$ cat config.mk
export PLATFORM = sky130hd
export DESIGN_NAME = strict_priority_single_server
export DESIGN_NICKNAME = d
export VERILOG_FILES = /design/src/sv/spss_pkg.sv /design/src/sv/spss_ram.sv /design/src/sv/spss_front.sv /design/src/sv/spss_back.sv /design/src/sv/strict_priority_single_server.sv
export SDC_FILE = /design/constraint.sdc
export NUM_CORES = 2
export LEC_CHECK = 0
export BUFFER_PORTS_ARGS = -buffer_cell sky130_fd_sc_hd__buf_2
export CORE_MARGIN = 5
export CORE_UTILIZATION = 45
export DETAILED_ROUTE_END_ITERATION = 8
export PLACE_DENSITY = 0.69
export SETUP_SLACK_MARGIN = 0.5
export SYNTH_ARGS = -nofsm -noshare
export SYNTH_HDL_FRONTEND = slang
export SYNTH_SLANG_ARGS = --single-unit
$ cat constraint.sdc
create_clock -name clk_i -period 6.7 [get_ports clk_i]
set_input_delay 0.67 -clock clk_i [delete_from_list [all_inputs] [get_ports clk_i]]
set_output_delay 0.67 -clock clk_i [all_outputs]
set_load 0.005 [all_outputs]
$ cat src/sv/spss_pkg.sv
// Shared types and constants of the strict priority single server.
package spss_pkg;

  localparam int unsigned ItemQDepth = 2;
  localparam int unsigned ItemQPtrW  = $clog2(ItemQDepth);
  localparam int unsigned ItemQCntW  = $clog2(ItemQDepth + 1);
  localparam int unsigned IdW        = 16;
  localparam int unsigned LenW       = 16;
  localparam int unsigned TickW      = 32;
  localparam int unsigned WordW      = IdW + LenW;
  localparam logic [1:0]  PLATINUM   = 2'd3;

  typedef enum logic {
    OP_ARRIVAL = 1'b0,
    OP_TICK    = 1'b1
  } opcode_e;

  typedef enum logic [2:0] {
    EV_QUEUED   = 3'd0,
    EV_DROPPED  = 3'd1,
    EV_IDLE     = 3'd2,
    EV_ANSWERED = 3'd3,
    EV_BUSY     = 3'd4
  } event_kind_e;

  typedef enum logic {
    BK_IDLE,
    BK_POP
  } back_state_e;

  typedef struct packed {
    opcode_e          opcode;
    logic [IdW-1:0]   caller_id;
    logic [1:0]       caller_class;
    logic [LenW-1:0]  service_length;
    logic             more_pending;
  } in_item_t;

  typedef struct packed {
    event_kind_e      event_kind;
    logic [IdW-1:0]   answered_id;
    logic [1:0]       answered_class;
    logic [TickW-1:0] tick_number;
    logic             all_done;
  } out_item_t;

  // Decoded request handed from the front to the back.
  typedef struct packed {
    logic             is_tick;
    logic             cls_ok;
    logic [IdW-1:0]   id;
    logic [1:0]       cls;
    logic [LenW-1:0]  len;
    logic             more;
  } work_t;

endpackage

$ cat src/sv/spss_ram.sv
// Generic single write port, single read port RAM with registered read.
module spss_ram #(
  parameter int unsigned Width = 32,
  parameter int unsigned Depth = 64
) (
  input  logic                     clk_i,
  input  logic                     we_i,
  input  logic [$clog2(Depth)-1:0] waddr_i,
  input  logic [Width-1:0]         wdata_i,
  input  logic                     re_i,
  input  logic [$clog2(Depth)-1:0] raddr_i,
  output logic [Width-1:0]         rdata_o
);

  logic [Width-1:0] mem_q [Depth];
  logic [Width-1:0] rdata_q;

  always_ff @(posedge clk_i) begin
    if (we_i) begin
      mem_q[waddr_i] <= wdata_i;
    end
    if (re_i) begin
      rdata_q <= mem_q[raddr_i];
    end
  end

  assign rdata_o = rdata_q;

endmodule

$ cat src/sv/spss_front.sv
// Front end: decodes incoming requests and buffers them in a short queue.
module spss_front import spss_pkg::*; #(
  parameter int unsigned NUM_CLASSES = 4
) (
  input  logic     clk_i,
  input  logic     rst_ni,
  input  logic     in_valid_i,
  input  in_item_t in_item_i,
  output logic     in_ready_o,
  output logic     work_valid_o,
  output work_t    work_o,
  input  logic     work_ready_i
);

  work_t                mem_q [ItemQDepth];
  work_t                dec;
  logic [ItemQPtrW-1:0] wr_ptr_q, wr_ptr_d, rd_ptr_q, rd_ptr_d;
  logic [ItemQCntW-1:0] cnt_q, cnt_d;
  logic                 push, pop;

  always_comb begin
    dec.is_tick = (in_item_i.opcode == OP_TICK);
    dec.cls_ok  = (32'(in_item_i.caller_class) < NUM_CLASSES);
    dec.id      = in_item_i.caller_id;
    dec.cls     = in_item_i.caller_class;
    dec.len     = in_item_i.service_length;
    dec.more    = in_item_i.more_pending;
  end

  assign in_ready_o   = (cnt_q != ItemQCntW'(ItemQDepth));
  assign work_valid_o = (cnt_q != '0);
  assign work_o       = mem_q[rd_ptr_q];
  assign push         = in_valid_i && in_ready_o;
  assign pop          = work_valid_o && work_ready_i;

  always_comb begin
    wr_ptr_d = push ? wr_ptr_q + ItemQPtrW'(1) : wr_ptr_q;
    rd_ptr_d = pop ? rd_ptr_q + ItemQPtrW'(1) : rd_ptr_q;
    cnt_d    = cnt_q + ItemQCntW'(push) - ItemQCntW'(pop);
  end

  always_ff @(posedge clk_i or negedge rst_ni) begin
    if (!rst_ni) begin
      wr_ptr_q <= '0;
      rd_ptr_q <= '0;
      cnt_q    <= '0;
    end else begin
      wr_ptr_q <= wr_ptr_d;
      rd_ptr_q <= rd_ptr_d;
      cnt_q    <= cnt_d;
    end
  end

  always_ff @(posedge clk_i) begin
    if (push) begin
      mem_q[wr_ptr_q] <= dec;
    end
  end

endmodule

$ cat src/sv/spss_back.sv
// Back end: class queues, priority pop, busy counter and result register.
module spss_back import spss_pkg::*; #(
  parameter int unsigned QUEUE_DEPTH = 16,
  parameter int unsigned NUM_CLASSES = 4
) (
  input  logic      clk_i,
  input  logic      rst_ni,
  input  logic      work_valid_i,
  input  work_t     work_i,
  output logic      work_ready_o,
  output logic      out_valid_o,
  output out_item_t out_item_o,
  input  logic      out_ready_i
);

  localparam int unsigned ClsW     = $clog2(NUM_CLASSES);
  localparam int unsigned PtrW     = (QUEUE_DEPTH > 1) ? $clog2(QUEUE_DEPTH) : 1;
  localparam int unsigned CntW     = $clog2(QUEUE_DEPTH + 1);
  localparam int unsigned AddrW    = ClsW + PtrW;
  localparam int unsigned RamDepth = 2 ** AddrW;

  logic [PtrW-1:0]  head_q [NUM_CLASSES];
  logic [PtrW-1:0]  head_d [NUM_CLASSES];
  logic [PtrW-1:0]  tail_q [NUM_CLASSES];
  logic [PtrW-1:0]  tail_d [NUM_CLASSES];
  logic [CntW-1:0]  cnt_q  [NUM_CLASSES];
  logic [CntW-1:0]  cnt_d  [NUM_CLASSES];
  logic [LenW-1:0]  busy_q, busy_d, bdec;
  logic [TickW-1:0] tick_q, tick_d;
  back_state_e      state_q, state_d;
  logic [ClsW-1:0]  sel_q, sel_d, sel, cls_idx;
  logic             done_pre_q, done_pre_d;
  logic             out_valid_q, out_valid_d;
  out_item_t        out_q, out_d;

  logic [NUM_CLASSES-1:0] nonempty, remain;
  logic                   any, full, out_free;
  logic                   push_en, pop_en, ram_re;
  logic [PtrW-1:0]        tail_cur, head_cur;
  logic [WordW-1:0]       rdata;

  assign cls_idx  = ClsW'(work_i.cls);
  assign out_free = !out_valid_q || out_ready_i;
  assign tail_cur = tail_q[cls_idx];
  assign head_cur = head_q[sel];
  assign full     = (cnt_q[cls_idx] == CntW'(QUEUE_DEPTH));
  assign bdec     = (busy_q != '0) ? busy_q - LenW'(1) : busy_q;
  assign any      = |nonempty;

  // Highest non-empty class wins; what stays non-empty after that pop.
  always_comb begin
    sel = '0;
    for (int c = 0; c < NUM_CLASSES; c++) begin
      nonempty[c] = (cnt_q[c] != '0);
      if (nonempty[c]) begin
        sel = ClsW'(c);
      end
    end
    for (int c = 0; c < NUM_CLASSES; c++) begin
      remain[c] = nonempty[c] && !((sel == ClsW'(c)) && (cnt_q[c] == CntW'(1)));
    end
  end

  always_comb begin
    state_d      = state_q;
    work_ready_o = 1'b0;
    push_en      = 1'b0;
    pop_en       = 1'b0;
    ram_re       = 1'b0;
    busy_d       = busy_q;
    tick_d       = tick_q;
    sel_d        = sel_q;
    done_pre_d   = done_pre_q;
    out_valid_d  = out_ready_i ? 1'b0 : out_valid_q;
    out_d        = out_q;
    unique case (state_q)
      BK_IDLE: begin
        if (work_valid_i && out_free) begin
          work_ready_o         = 1'b1;
          out_d.tick_number    = tick_q;
          out_d.answered_class = work_i.cls;
          out_d.all_done       = 1'b0;
          if (!work_i.is_tick) begin
            out_valid_d = 1'b1;
            if (!work_i.cls_ok || full) begin
              out_d.event_kind  = EV_DROPPED;
              out_d.answered_id = '0;
            end else begin
              push_en           = 1'b1;
              out_d.event_kind  = EV_QUEUED;
              out_d.answered_id = work_i.id;
            end
          end else if ((bdec == '0) && any) begin
            // Serve: head word comes back from the RAM next cycle.
            pop_en     = 1'b1;
            ram_re     = 1'b1;
            sel_d      = sel;
            done_pre_d = !work_i.more && (remain == '0);
            state_d    = BK_POP;
          end else begin
            out_valid_d          = 1'b1;
            busy_d               = bdec;
            tick_d               = tick_q + TickW'(1);
            out_d.event_kind     = (bdec == '0) ? EV_IDLE : EV_BUSY;
            out_d.answered_id    = '0;
            out_d.answered_class = '0;
            out_d.all_done       = !work_i.more && !any && (bdec == '0);
          end
        end
      end
      BK_POP: begin
        if (out_free) begin
          out_valid_d          = 1'b1;
          busy_d               = rdata[LenW-1:0];
          tick_d               = tick_q + TickW'(1);
          out_d.event_kind     = EV_ANSWERED;
          out_d.answered_id    = rdata[WordW-1:LenW];
          out_d.answered_class = 2'(sel_q);
          out_d.tick_number    = tick_q;
          out_d.all_done       = done_pre_q && (rdata[LenW-1:0] == '0);
          state_d              = BK_IDLE;
        end
      end
      default: state_d = BK_IDLE;
    endcase
  end

  always_comb begin
    for (int c = 0; c < NUM_CLASSES; c++) begin
      head_d[c] = head_q[c];
      tail_d[c] = tail_q[c];
      cnt_d[c]  = cnt_q[c];
    end
    if (push_en) begin
      tail_d[cls_idx] = (tail_cur == PtrW'(QUEUE_DEPTH - 1)) ? '0 : tail_cur + PtrW'(1);
      cnt_d[cls_idx]  = cnt_q[cls_idx] + CntW'(1);
    end
    if (pop_en) begin
      head_d[sel] = (head_cur == PtrW'(QUEUE_DEPTH - 1)) ? '0 : head_cur + PtrW'(1);
      cnt_d[sel]  = cnt_q[sel] - CntW'(1);
    end
  end

  always_ff @(posedge clk_i or negedge rst_ni) begin
    if (!rst_ni) begin
      for (int c = 0; c < NUM_CLASSES; c++) begin
        head_q[c] <= '0;
        tail_q[c] <= '0;
        cnt_q[c]  <= '0;
      end
      busy_q      <= '0;
      tick_q      <= '0;
      state_q     <= BK_IDLE;
      sel_q       <= '0;
      done_pre_q  <= 1'b0;
      out_valid_q <= 1'b0;
    end else begin
      for (int c = 0; c < NUM_CLASSES; c++) begin
        head_q[c] <= head_d[c];
        tail_q[c] <= tail_d[c];
        cnt_q[c]  <= cnt_d[c];
      end
      busy_q      <= busy_d;
      tick_q      <= tick_d;
      state_q     <= state_d;
      sel_q       <= sel_d;
      done_pre_q  <= done_pre_d;
      out_valid_q <= out_valid_d;
    end
  end

  always_ff @(posedge clk_i) begin
    out_q <= out_d;
  end

  spss_ram #(
    .Width (WordW),
    .Depth (RamDepth)
  ) u_store (
    .clk_i   (clk_i),
    .we_i    (push_en),
    .waddr_i ({cls_idx, tail_cur}),
    .wdata_i ({work_i.id, work_i.len}),
    .re_i    (ram_re),
    .raddr_i ({sel, head_cur}),
    .rdata_o (rdata)
  );

  assign out_valid_o = out_valid_q;
  assign out_item_o  = out_q;

endmodule

$ cat src/sv/strict_priority_single_server.sv
// Top level of the strict priority single server scheduler.
// Usage:
//   Input channel (in_valid_i / in_ready_o / in_item_i) carries arrivals
//   (opcode 0) and server ticks (opcode 1). Arrivals are pushed into the
//   FIFO of their class; a full FIFO drops the request. A tick counts down
//   the busy timer and, once idle, serves the head of the highest
//   non-empty class. Every request yields exactly one result on the
//   output channel (out_valid_o / out_ready_i / out_item_o), in order.
//   Results pass the request queue, back end and result register; a tick
//   that serves also waits on the class store read. Throughput: one
//   request per cycle while the receiver is ready, except a serving tick,
//   which also holds the back end in its pop state for the store's
//   registered read port. A two-entry request queue decouples input from
//   the back end. Reset clears all class queues (by their counters), the
//   busy timer and the tick counter; no clearing pass is needed. When the
//   receiver stalls, the result register holds and the back end waits; the
//   input keeps taking requests until the request queue fills.
module strict_priority_single_server import spss_pkg::*; #(
  parameter int unsigned QUEUE_DEPTH = 16,
  parameter int unsigned NUM_CLASSES = 4
) (
  input  logic      clk_i,
  input  logic      rst_ni,
  input  logic      in_valid_i,
  output logic      in_ready_o,
  input  in_item_t  in_item_i,
  output logic      out_valid_o,
  input  logic      out_ready_i,
  output out_item_t out_item_o
);

  logic  work_valid, work_ready;
  work_t work;

  spss_front #(
    .NUM_CLASSES (NUM_CLASSES)
  ) u_front (
    .clk_i        (clk_i),
    .rst_ni       (rst_ni),
    .in_valid_i   (in_valid_i),
    .in_item_i    (in_item_i),
    .in_ready_o   (in_ready_o),
    .work_valid_o (work_valid),
    .work_o       (work),
    .work_ready_i (work_ready)
  );

  spss_back #(
    .QUEUE_DEPTH (QUEUE_DEPTH),
    .NUM_CLASSES (NUM_CLASSES)
  ) u_back (
    .clk_i        (clk_i),
    .rst_ni       (rst_ni),
    .work_valid_i (work_valid),
    .work_i       (work),
    .work_ready_o (work_ready),
    .out_valid_o  (out_valid_o),
    .out_item_o   (out_item_o),
    .out_ready_i  (out_ready_i)
  );

`ifndef SYNTH
  // Done can only follow a tick that left the server idle.
  a_done_kind: assert property (@(posedge clk_i) disable iff (!rst_ni)
    out_valid_o && out_item_o.all_done |->
      (out_item_o.event_kind == EV_IDLE) || (out_item_o.event_kind == EV_ANSWERED))
    else $error("all_done on a result that is not an idle or answering tick");

  // Results without a requester carry id zero.
  a_no_id: assert property (@(posedge clk_i) disable iff (!rst_ni)
    out_valid_o && ((out_item_o.event_kind == EV_DROPPED) ||
      (out_item_o.event_kind == EV_IDLE) || (out_item_o.event_kind == EV_BUSY)) |->
      (out_item_o.answered_id == '0))
    else $error("nonzero id on a result without a requester");

  // The back end takes no request while a result waits for the receiver.
  a_stall_hold: assert property (@(posedge clk_i) disable iff (!rst_ni)
    out_valid_o && !out_ready_i |-> !work_ready)
    else $error("request taken while the result register is stalled");
`endif

endmodule
* After elaboration in Yosys (flattened, before gate mapping)
Memory sizes are Yosys's and may differ from the RTL's. A register that Yosys moved wholly into a read port is not among the register bits.
Cells that the tools add are included.
** Operators by class
- $add $sub $neg :: 10
- Magnitude comparators :: 4
- Equal/unequal tests :: 16
- Muxes and demuxes :: 74
- Bitwise logic cells :: 3
- Reduce and logical (&&, ||, !) cells :: 43
** Operator list (count)
- $mux W32 :: 4
- $mux W54 :: 2
- $pmux W54 S2 :: 1
- $mux W16 :: 5
- $pmux W32 S2 :: 1
- $bwmux W20 :: 2
- $mux W20 :: 2
- $add A32 B1 Y32 const B :: 1
- $bwmux W16 :: 2
- $logic_not A16 Y1 :: 2
- $mux W4 :: 8
- $pmux W16 S2 :: 1
- $mux W5 :: 6
- $mux W1 :: 23
- $mux W21 :: 1
- $bmux W5 S2 :: 2
- $demux W5 S2 :: 2
- $eq A5 B1 Y1 const B :: 4
- $reduce_bool A5 Y1 :: 4
- $mux W19 :: 1
- $logic_and A1 B1 Y1 :: 18
- $mux W17 :: 1
- $bmux W4 S2 :: 2
- $demux W4 S2 :: 2
- 32 further kinds :: 53
** Storage, ports and cells
- Flip-flop bits (word level) :: 163
- Memory bits (writable) :: 2120
- Memories :: 2
** Memories
- u_back.u_store.mem_q :: words 64, bits a word 32, read ports 1, clocked after memory_dff 1, wr ports 1, RTL line spss_ram.sv:15 : logic [Width-1:0] mem_q [Depth];
- u_front.mem_q :: words 2, bits a word 36, read ports 1, clocked after memory_dff 0, wr ports 1, RTL line spss_front.sv:15 : work_t mem_q [ItemQDepth];

* Longest topological paths before layout
An unclocked memory read counts as a cell.
- Depth in word-level cells :: 14
- Depth in mapped cells :: 15
- Depth with buffers taken out :: 11

* Cells and area by module
From an unflattened synthesis, not the netlist that was laid out.
** Unflattened totals
- Cells, all modules :: 4152
- Area, all modules :: 89723.6 µm²
** Modules (own cells, without submodules)
- spss_ram :: times used 1, cells an instance 3324, area an instance 78835.6 µm²
- spss_back :: times used 1, cells an instance 692, area an instance 8049.0 µm²
- spss_front :: times used 1, cells an instance 136, area an instance 2839.0 µm²

* Worst setup path before layout
Ideal clock, no wire load.
- Path kind :: register to register
- Start point :: register u_back.busy_q[4]
- End point :: register u_back.u_store.rdata_q[0], in the netlist u_back.u_store.rdata_o[0] (read register of u_back.u_store.mem_q), enable pin
- Data arrival time :: 4.981 ns
- Data required time :: 6.198 ns
- Slack :: 1.217 ns
- Stages on the path, launching flop included :: 9
- Path buffers :: 2
- Clock period less this slack :: 5.483 ns
- Path through :: dfrtp_1 -> clkbuf_1 -> or3_1 -> clkbuf_1 -> o31a_1 -> a211oi_1 -> nor3b_1 -> nand4_1 -> nor4_1
** Between the ends
- Cells in the longest elaborated chain, start to end :: 8
- Elaborated cells between the ends (all ways) :: 9
- Classes of those cells :: 1 x add/sub; 5 x mux; 3 x reduce/logical
** Ends and longest elaborated chain
- from (decl) :: RTL line spss_back.sv:28 : logic [LenW-1:0] busy_q, busy_d, bdec;
- from (signal assigned) :: RTL line spss_back.sv:163 : busy_q <= busy_d;
- $sub A16 B1 Y16 or $reduce_bool A16 Y1 (tied branches) :: RTL line spss_back.sv:47 : assign bdec = (busy_q != '0) ? busy_q - LenW'(1) : busy_q;
- $mux W16 * :: RTL line spss_back.sv:47
- $logic_not A16 Y1 * :: RTL line spss_back.sv:93 : end else if ((bdec == '0) && any) begin
- $logic_and A1 B1 Y1 * :: RTL line spss_back.sv:93
- $mux W1 * (4 in a row)
- net u_back.pop_en :: RTL line spss_back.sv:38 : logic push_en, pop_en, ram_re;
- to (decl) :: RTL line spss_ram.sv:16 : logic [Width-1:0] rdata_q;
The timed path passes the listed nets; every way through them passes the cells marked *.
A chain may end at the register's enable or synchronous reset.

* Worst setup path in the final report
- Start point :: register u_back.cnt_q[1] in the netlist's numbering
- End point :: register u_back.u_store.rdata_q[18], in the netlist u_back.u_store.rdata_o[18] (read register of u_back.u_store.mem_q), data pin
** Between the ends
- Cells in the longest elaborated chain, start to end :: 7
- Elaborated cells between the ends (all ways) :: 12
- Classes of those cells :: 8 x mux; 1 x bitwise; 3 x reduce/logical
** Ends and longest elaborated chain
- from (decl) :: RTL line spss_back.sv:26 : logic [CntW-1:0] cnt_q [NUM_CLASSES];
- from (signal, indexed assignment) :: RTL line spss_back.sv:161 : cnt_q[c] <= cnt_d[c];
- $reduce_bool A5 Y1 * :: RTL line spss_back.sv:54 : nonempty[c] = (cnt_q[c] != '0);
- $reduce_or A4 Y1 :: RTL line spss_back.sv:48 : assign any = |nonempty;
- $logic_and A1 B1 Y1 :: RTL line spss_back.sv:93
- $mux W1 :: RTL line spss_back.sv:93
- $mux W1 :: RTL line spss_back.sv:83 : if (!work_i.is_tick) begin
- $mux W1 :: RTL line spss_back.sv:78 : if (work_valid_i && out_free) begin
- $mux W1 :: RTL line spss_back.sv:76 : unique case (state_q)
Mark *: on every way between the ends. The rest lies on a longest branch, timed or not. The select of a mux whose other input is x is not followed.

==> metrics.cfg <==
[status]
outcome=finished clean

[logic_synthesis]
syn-num-nets=6746
synth_simple_gate_area_frac=0.139
synth_top_area_share=0.722
seq_area_frac_synth=0.751
synth-seq-cells=2315
synth_cell_types=88
synth_mux_area_frac=0.0274
syn-instance-count=6697
synth_area_um2=91800
ys_warn_count=0
synthAdderAreaFrac=0.00123
syn_avg_cell_area_um2=13.7
synth_flop_cell=edfxtp_1
yosys.area.top_type=edfxtp_1
postSynth.asyncResetShare=0.0471
synth_edf_count=2206
synth_compound_area_frac=0.0552
synth_top_family_by_area=simple AND/OR/NAND/NOR gates
synthXorXnorAreaFrac=0.00448
netlist_top_cells_area=edfxtp_1 72%, nand2_1 6.5%, nand3_1 4.3%, dfrtp_1 3.0%, mux2i_1 1.7%

[sta]
tns_ps=0
hold_violations=0
setup_viol=0
skew_ps=60.7
fin_crit_ps=5650
worstMarginPinSlew_ps=1380
fin_crit_sh=0.843
max_freq_mhz=177
rsz0062_at_grt=false
drv_slew=0
hold-worst-slack_ps=61.6
maxSlewHeadroom=0.0758

[detailed_routing]
num_vias=59700
viasPerCell=6.15
first_pass_iters=6
drtAntennaViolNets=0
drt_wl_total_um=274000
drt_iter0_drc=8661
wl_per_cell_um=28.3
drc_errors=0

[grt]
grt_pass1_wl_um=394000
grt_max_degree=163
grt_util_all_layers=0.252
antenna_found_initial=14
grt_pass1_vias=56400
grt.overflow.total=0

[clock_network]
cts_setup_buffers=0
root_buffer=clkbuf_16
numCtsBuffers=221
cts_hold_buf=34
cts_resized=0
cts.sinks=2315
max-clock-path-buffers=3
clock_latency_ps=890
h-tree-depth=4
cts_tree=done
clk_pin_slew_worst_paths_ps=70

[placed_design]
port_buffers=95
dp_hpwl_um=160000
place_congestion=0.942

[run]
drv_cap=0

[min_path]
hp-class=input pin to flip-flop

[floorplan]
rows=165
die_h_um=462
die-area_um2=213000
initial_utilization=0.453
num_io_pins=96
fp.dieW_um=462
core_um2=203000

[setup_path]
crit_arrival_ps=6270
setup.worst_path.class=flip-flop to flip-flop
cp-end-kind=flip-flop
path_max_fanout=123
critPathRequiredTime_ps=7320
start_kind=flip-flop

[power]
cellPowerDensity_nw_per_um2=354
p_leak_uw=0.0346
irDropWorstVdd_mv=0.290

[cells_and_area]
mostFrequentLayoutCell=edfxtp_1
drive_gt1_frac=0.113
synthToLayoutAreaGrowth_pct=12.7
n_fill_cell=16500
final_cell_mix=2206 x edfxtp_1, 1600 x nand2_1, 782 x nand3_1
nets=6878

==> synth_stat cells, drive strengths merged (4+ instances only) <==
cell,instances
mux2i,158
or3,6
or4,34
a22oi,15
nand4,74
a222oi,25
nand2,1608
nand2b,4
dfrtp,109
nor4,24
a211oi,156
ha,9
a32o,18
edfxtp,2206
or2,5
clkbuf,224
buf,195
and2,4
inv,25
a21oi,193
a21o,6
nor3,13
nor2,160
mux2,61
o31a,4
a311oi,29
nand3,784
mux4,11
xnor2,35
and3,142
o22ai,57
a31oi,105
nor2b,5
a32oi,9
xor2,12
o21ai,124
==> worst paths after layout <==
kind	cells past startpoint	slack (ps)	to	start
setup / recovery	11	1050	u_back.u_store.rdata_o[18]$_DFFE_PP_	u_back.cnt_q[1]$_DFF_PN0_
hold / removal	1	60	u_front.mem_q[0][22]$_DFFE_PP_	in_item_i[22]
setup reg to reg	11	1050	u_back.u_store.rdata_o[18]$_DFFE_PP_	u_back.cnt_q[1]$_DFF_PN0_
hold reg to reg	0	450	u_back.out_item_o[24]$_DFFE_PP_	u_back.tick_q[23]$_DFFE_PN0P_
max in group asynchronous	3	4940	u_front.rd_ptr_q$_DFFE_PN0P_	rst_ni
min in group asynchronous	2	360	u_back.cnt_q[9]$_DFF_PN0_	rst_ni
==> cell type report <==
cell class	instances	area [um2]	area share
timing repair buffer	328	2470	0.0239
sequential	2315	69000	0.666
clock inverter	124	1170	0.0113
inverter	27	130	0.00126
clock buffer	272	5850	0.0565
tap	2672	3340	0.0323
antenna	19	47.5	0.000459
multi-input combinational	3936	21500	0.208
==> power by group <==
part	switching, uW	internal, uW
Clock	5350	6900
Sequential	287	18300
Combinational	4640	1170
==> sequential cells by signal, indices dropped and copies added (netlist names), 2 cells and up <==
name	cells
u_back.tail_q	16
u_back.out_item_o	54
u_back.sel_q	2
u_back.busy_q	16
u_back.u_store.rdata_o	32
u_back.u_store.mem_q	2048
u_back.tick_q	32
u_front.mem_q	72
u_back.cnt_q	20
u_back.head_q	16
u_front.cnt_q	2
==> routing by layer <==
| metal | GRT usage | share of wire | vias up |
|---|---|---|---|
| li1 | - | - | 25300 |
| met1 | 0.341 | 0.37 | 29600 |
| met2 | 0.380 | 0.44 | 4061 |
| met3 | 0.0634 | 0.13 | 697 |
| met4 | 0.131 | 0.059 | 10 |
| met5 | 0 | 0.00023 | - |
==> kinds of logic (layout without fill, tap and decap cells) <==
family	Yosys count	in the layout
and+or+nand+nor	2876	2876
adders and majority gates	9	9
muxes	230	230
other	0	19
DFF	2315	2315
AOI/OAI and AO/OA	774	774
xor gates and xnor gates	47	47
buffers and inverters	446	751
==> worst max-delay path: stages (launching register included) <==
cell and delay, ps:
dfrtp_1 430, or4_4 620, nor2_2 290, mux2_4 530
nand2_8 470, inv_16 250, nor2_4 680, buf_4 300
a222oi_1 120, nand3_1 180, nand4_1 450, or4_1 650
==> stage by stage <==
| stage | util | total power, uW | instances | area, um2 | worst slack [ps] |
|---|---|---|---|---|---|
| after floorplan | - | 21500 | 6697 | 91800 | 1220 |
| after global placement | 0.474 | 24400 | 9244 | 96100 | 1350 |
| after detailed placement | 0.474 | 24500 | 9244 | 96100 | 1340 |
| after CTS | 0.511 | 36600 | 9674 | 103000 | 1290 |
| after global routing | 0.511 | 37600 | 9683 | 103000 | 959 |
| final | 0.511 | 36600 | 9693 | 103000 | 1050 |
(Power assumes the default switching activity.)
